$ cat src/rtl/otam_pkg.sv
// Shared types and constants for the ordinal time axis map.
// No dependencies; used by otam_frac_div and ordinal_time_axis_map_top.
package otam_pkg;

    localparam int STAMP_W     = 64;
    localparam int POS_W       = 28;
    localparam int COORD_W     = 26;
    localparam int OSTAMP_W    = 63;
    localparam int COUNT_W     = 11;
    localparam int IN_TDATA_W  = 96;   // stamp + position, padded to bytes
    localparam int OUT_TDATA_W = 104;  // coord + stamp + status + count, padded

    typedef enum logic [1:0] {
        CMD_LOAD  = 2'd0,
        CMD_FWD   = 2'd1,
        CMD_REV   = 2'd2,
        CMD_CLEAR = 2'd3
    } cmd_t;

    typedef enum logic [1:0] {
        STS_OK       = 2'd0,
        STS_NONPOS   = 2'd1,
        STS_ORDER    = 2'd2,
        STS_OVERFLOW = 2'd3
    } status_t;

endpackage

$ cat src/rtl/otam_frac_div.sv
// Restoring divider producing the interpolation fraction, one bit per cycle.
// Depends on otam_pkg (stamp width).
module otam_frac_div #(
    parameter int FRAC_BITS = 16
) (
    input  logic                          clk,
    input  logic                          rst_n,
    input  logic                          start,
    input  logic [otam_pkg::STAMP_W-1:0]  num,
    input  logic [otam_pkg::STAMP_W-1:0]  den,
    output logic                          done,
    output logic [FRAC_BITS-1:0]          frac
);

    localparam int NW = $clog2(FRAC_BITS + 1);

    logic                          busy_reg;
    logic                          done_reg;
    logic [NW-1:0]                 cnt_reg;
    logic [otam_pkg::STAMP_W-1:0]  rem_reg;
    logic [otam_pkg::STAMP_W-1:0]  den_reg;
    logic [FRAC_BITS-1:0]          frac_reg;
    logic [otam_pkg::STAMP_W:0]    shifted;
    logic                          take;

    assign shifted = {rem_reg, 1'b0};
    assign take    = shifted >= {1'b0, den_reg};

    always_ff @(posedge clk or negedge rst_n)
    begin
        if (!rst_n)
        begin
            busy_reg <= 1'b0;
            done_reg <= 1'b0;
            cnt_reg  <= '0;
        end
        else
        begin
            done_reg <= busy_reg && (cnt_reg == NW'(1));
            if (start)
            begin
                busy_reg <= 1'b1;
                cnt_reg  <= NW'(FRAC_BITS);
            end
            else if (busy_reg)
            begin
                cnt_reg <= cnt_reg - 1'b1;
                if (cnt_reg == NW'(1))
                    busy_reg <= 1'b0;
            end
        end
    end

    // datapath, no reset needed
    always_ff @(posedge clk)
    begin
        if (start)
        begin
            rem_reg  <= num;
            den_reg  <= den;
            frac_reg <= '0;
        end
        else if (busy_reg)
        begin
            rem_reg  <= take ? otam_pkg::STAMP_W'(shifted - {1'b0, den_reg})
                             : shifted[otam_pkg::STAMP_W-1:0];
            frac_reg <= {frac_reg[FRAC_BITS-2:0], take};
        end
    end

    assign done = done_reg;
    assign frac = frac_reg;

endmodule

$ cat config.mk
export PLATFORM = sky130hd
export DESIGN_NAME = otam_frac_div
export DESIGN_NICKNAME = d
export VERILOG_FILES = /design/src/rtl/otam_pkg.sv /design/src/rtl/otam_frac_div.sv
export SDC_FILE = /design/constraint.sdc
export NUM_CORES = 1
export LEC_CHECK = 0
export ABC_CLOCK_PERIOD_IN_PS = 2700
export BUFFER_PORTS_ARGS = -buffer_cell sky130_fd_sc_hd__buf_2
export CAP_MARGIN = 5
export CORE_AREA = 5 5 187 153
export DETAILED_ROUTE_END_ITERATION = 7
export DIE_AREA = 0 0 192 158
export PLACE_DENSITY = 0.62
export SETUP_SLACK_MARGIN = 0.4
export SYNTH_ARGS = -nofsm -noshare
export SYNTH_HDL_FRONTEND = slang
export SYNTH_SLANG_ARGS = --single-unit
$ cat constraint.sdc
create_clock -name clk -period 2.7 [get_ports clk]
set_input_delay 0.27 -clock clk [delete_from_list [all_inputs] [get_ports clk]]
set_output_delay 0.27 -clock clk [all_outputs]
set_load 0.01 [all_outputs]
Word-level counts from Yosys, hierarchy flattened

Index checks and enable logic that the tools add are counted.

Input bits: 131
Output and inout bits: 17
Register bits after elaboration: 151
Word-level logic and storage cells: 20

$add $sub $neg: 2
Muxes and demuxes: 8
Reduce and logical (&&, ||, !) cells: 2
Equal/unequal tests: 1
Order comparisons: 1

Operators with widths:

| cell                                              | count |
|---|---|
| 2-to-1 mux 64 bit                                 | 3 |
| greater-or-equal comparator 65 x 64 -> 1 bit      | 1 |
| subtractor 64 bit                                 | 1 |
| 2-to-1 mux 5 bit                                  | 2 |
| == test 5 x 1 -> 1 bit (second input constant)    | 1 |
| subtractor 5 x 1 -> 5 bit (second input constant) | 1 |
| 2-to-1 mux 1 bit                                  | 3 |
| nonzero test 2 bit                                | 1 |
| logical AND 1 bit                                 | 1 |

Longest topological paths before layout

Depth after elaboration: 4
Gate-level depth with buffers: 16

Worst setup path before layout

Ideal clock, no wire load.

Path type: register -> register
Start: reg rem_reg[11] (netlist name)
End: reg rem_reg[63] (netlist name) (data pin)
Library setup time: 0.180 ns
Data required time: 2.520 ns
Data arrival time: 2.845 ns
Path buffers: 1
Path slack: -0.325 ns
Cell stages (with the launch flop): 13
Cell sequence: edfxtp_1 -> ha_1 -> buf_2 -> and4_4 -> and3_4 -> o2111ai_2 -> a21boi_2 -> o21ai_2 -> a211oi_2 -> o21ai_2 -> o41ai_2 -> mux2_1 -> o41ai_2

Word-level cells in the longest chain between the ends: 4
Elaborated cells between the ends (all ways): 5
Those cells by class: 1 x add/sub; 1 x order compare; 3 x mux

RTL lines:

| what                                                                              | line                                     | RTL |
|---|---|---|
| start: declaration                                                                | otam_frac_div.sv:20                      | `logic [otam_pkg::STAMP_W-1:0] rem_reg;` |
| start signal: assignment                                                          | otam_frac_div.sv:59                      | `rem_reg <= num;` |
| start signal: assignment                                                          | otam_frac_div.sv:65                      | `rem_reg <= take ? otam_pkg::STAMP_W'(shifted - {1'b0, den_reg})` |
| subtractor 64 bit or greater-or-equal comparator 65 x 64 -> 1 bit (tied branches) | otam_frac_div.sv:65, otam_frac_div.sv:27 |  |
| 2-to-1 mux 64 bit *                                                               | otam_frac_div.sv:65                      |  |
| 2-to-1 mux 64 bit *                                                               | otam_frac_div.sv:63                      | `else if (busy_reg)` |
| 2-to-1 mux 64 bit *                                                               | otam_frac_div.sv:57                      | `if (start)` |

Every way passes the cells marked *; elsewhere a longest branch is shown, timed or not. The select of a mux whose other input is x is not followed.
A chain may end at the register's enable or synchronous reset.

Final worst setup path

Start: reg rem_reg[43] (netlist name)
End: reg rem_reg[24] (netlist name) (data pin)

Word-level cells in the longest chain between the ends: 4

RTL lines:

| what                                         | line                | RTL |
|---|---|---|
| greater-or-equal comparator 65 x 64 -> 1 bit | otam_frac_div.sv:27 | `assign take = shifted >= {1'b0, den_reg};` |
| 2-to-1 mux 64 bit                            | otam_frac_div.sv:65 |  |
| 2-to-1 mux 64 bit                            | otam_frac_div.sv:63 |  |
| 2-to-1 mux 64 bit                            | otam_frac_div.sv:57 |  |

No other way between the ends. The select of a mux whose other input is x is not followed.

==> flow_summary_export.csv <==
group,metric,value,unit
outcome,outcome,"complete, but fails checks",
outcome,failed_checks,"setup timing",
floorplanning,boundaryPins,148,
logic_synthesis,ys.warnings.count,0,
logic_synthesis,syn_inst,1093,
worst_setup_path,cp_data_arrival_time,3.36,ns
worst_setup_path,crit_required,2.88,ns
worst_setup_path,rr_startpoint,"rem_reg[43]",
route,routedWlPerCell,16.56,um
logic_synthesis,yosysSeqAreaShare,41.56,%
floorplanning,initial_core_util,39.12,%
logic_synthesis,synth_edf_count,128,
logic_synthesis,synth_top_area_share,36.82,%
timing,finalSetupTns,-25.05,ns
timing,rsz0062_at_grt,"true",
power_and_ir_drop,vdd_ir_drop_max,594.6,uV
route,ant_nets,0,
logic_synthesis,syn_avg_cell_area,9.552,um2
logic_synthesis,ys_ff_latch,151,
logic_synthesis,syn_area,0.01044,mm2
timing,period_needed,3.174,ns
floorplanning,die_area,0.03034,mm2
place,dp_slack,-0.6537,ns
cts,cts_tree,"yes",
hold_path,hold_depth,1,
timing,setup_viol,65,
timing,hold_viol_final,0,
logic_synthesis,async_reset_ff_share,4.636,%
route,wl,31.94,mm
cells_and_area,final_nets,1750,
cts,cts_sinks,151,
route,drc,0,
worst_setup_path,crit_path_end_kind,"flop",
timing,fin_ws,-0.4740,ns
timing,worst_hold_slack,0.01543,ns
global_routing,overflow,0,
worst_setup_path,crit_path_cell_trace,"ha_1 -> a21oi_2 -> o21a_1 -> o221ai_1 -> a21oi_2 -> o22a_1 -> nand3_2 -> a31oi_4 -> buf_6 -> buf_12 -> mux2_4 -> mux2_2",
route,vias,9792,
place,hpwl,22.88,mm
hold_path,min-delay-start,"den[24]",
worst_setup_path,worstSetupPathType,"flop to flop",
cells_and_area,area_growth_syn_to_layout,53.07,%
timing,finalCritPeriodShare,117.6,%
route,viasPerCell,5.076,
floorplanning,dieWidth,192,um
cts,root_buffer,"clkbuf_16",
logic_synthesis,synth_nets,1291,
timing,max-slew-margin-rel,51.74,%
worst_setup_path,slowest_delay,0.39,ns
place,portBuffers,147,
timing,finClkSkew,0.01315,ns
floorplanning,rows,54,
route,first_pass_iters,5,
timing,slew_violations,0,
power_and_ir_drop,cellLeakagePower,0.007189,uW
power_and_ir_drop,power,20120,uW
worst_setup_path,critPathLaunchType,"flop",
route,drt_iter0_markers,575,
hold_path,min_path_type,"input pin to flop",
cells_and_area,n_antenna_cell,0,
place,gp_congestion,0.9189,
timing,fmax,315.1,MHz
global_routing,antenna_found_initial,0,
cts,clk_latency,0.44,ns
timing,worst_pin_slew,0.7240,ns
global_routing,grt_pass1_wl,49.99,mm
logic_synthesis,synth.area.top_cells,"edfxtp_1 (37%), ha_1 (7.9%), mux2_2 (5.1%)",
cells_and_area,drive_gt1_share,44.09,%
global_routing,grt_max_degree,82,
floorplanning,die_h,158,um
cts,cts_max_level,4,
logic_synthesis,synth_ff_type,"edfxtp_1",
global_routing,track_usage,20.56,%
run,maxCapViolCount,0,
worst_setup_path,crit_fanout,7,
worst_setup_path,reg2reg_depth,12,
worst_setup_path,cpMaxStageDelayCell,"edfxtp_1",
logic_synthesis,synth_top_area_cell,"edfxtp_1",
floorplanning,core,0.02669,mm2
power_and_ir_drop,p_per_area,1259,mW/mm2
cts,path_clk_slew,0.07,ns
cells_and_area,fillCellCount,2279,
global_routing,first_global_vias,9777,
logic_synthesis,synth_cell_types,77,
cts,numCtsBuffers,17,
cts,clockBufferDepth,2,
worst_setup_path,crit_top_cell,"a21oi_2",
worst_setup_path,crit_start,"rem_reg[43]",
cells_and_area,final_util,59.88,%
## metal layers
layer  global-route usage (%)  part of all wire [%]  up-vias
li1                         -                     -     4878
met3                    3.483                   5.2       26
met4                    4.073                   1.1        0
met1                    30.20                    49     4628
met2                    32.22                    45      260
met5                        0                     0        -
## final cells by class
class	instances	area [um2]	share of cell area, %
Tap cell	364	455.4	2.850
Sequential cell	151	4339	27.15
Clock buffer	19	454.2	2.842
Multi-Input combinational cell	794	6374	39.88
Inverter	89	334.1	2.091
Clock inverter	13	105.1	0.6577
Timing Repair Buffer	499	3919	24.52
## cell usage in the layout (no fill, tap or decap), types with 6 or more instances in the layout
cell and count:
a21oi_2 21, edfxtp_1 128, o21ai_0 29, a211oi_2 6
dfrtp_1 7, nand2_2 13, inv_1 80, buf_2 146
dlygate4sd3_1 47, xor2_1 25, nand2_1 114, mux2_4 15
xnor2_1 36, buf_6 24, nor2_1 60, clkbuf_16 20
o21bai_1 12, nand2b_1 13, buf_16 6, a21o_1 23
o21ai_1 43, inv_2 8, buf_4 258, ha_1 38
mux2i_1 17, a221o_1 7, mux2_2 33, a21oi_4 7
a21oi_1 55, buf_12 11, nor3_1 14, nand4_1 31
nand3_1 10, o21ai_2 23, ha_4 27, dfxtp_1 16
## final timing paths
check	slack [ns]	to
setup / recovery	-0.47	rem_reg[24]
hold / removal	0.02	den_reg[24]
setup reg to reg	-0.47	rem_reg[24]
hold reg to reg	0.52	frac[2]
max in group asynchronous	2.36	busy_reg
min in group asynchronous	0.18	done
## stage by stage
stage / instances / cell area, um2
CTS: 1910 / 15440
global route: 1929 / 15980
global placement: 1805 / 13450
finish: 1929 / 15980
floorplan: 1093 / 10580
detailed placement: 1805 / 13450
## where the power goes
group          internal [uW]  switching (uW)  total [uW]
registers               3390             477        3870
clock network           1250            1070        2320
logic                   7520            6410       13900
total                  12200            7950       20100
## synthesized netlist by cell type (5+ instances only)
cell type and count:
dfrtp_1 7, nand2b_1 14, nand4_1 31, o21ai_0 86, mux2i_1 18, a31oi_1 6
nor2_1 62, o21bai_1 14, dfxtp_1 16, and3b_1 5, nor4_1 6, o21ai_1 7
nor3_1 15, xnor2_1 36, inv_1 88, nand3_1 13, o211ai_1 5, and2_1 5
a21oi_1 80, nand2_1 128, xor2_1 27, a21o_1 23, mux2_2 47, a211oi_1 9
clkbuf_1 29, ha_1 66, buf_2 20, a221o_1 7, edfxtp_1 128
## critical path: cells and delay by family, from the launching register on
kind            cells  cell delay [ns]
fa+ha+maj           1             0.39
compound gates      6             1.17
mux                 2             0.57
flops               1             0.39
buf+inv             2             0.28
simple gates        1             0.12
## timing repair
action,4_1_cts,5_1_grt
hold buffers,45,2
pin swaps,42,40
resized for setup,158,80
setup endpoints to repair,65,65
buffers inserted,22,14
endpoints found under the hold margin,51,2
gates cloned,6,3
## logic make-up after synthesis
family / count (synthesis) / share of synthesized area (%)
compound gates: 287 / 17.79
simple gates: 309 / 14.19
buf+inv: 148 / 5.956
fa+ha+maj: 67 / 8.102
xor+xnor: 63 / 5.285
mux: 68 / 7.119
flops: 151 / 41.56
Note: power is estimated with default switching activity, not from simulation.
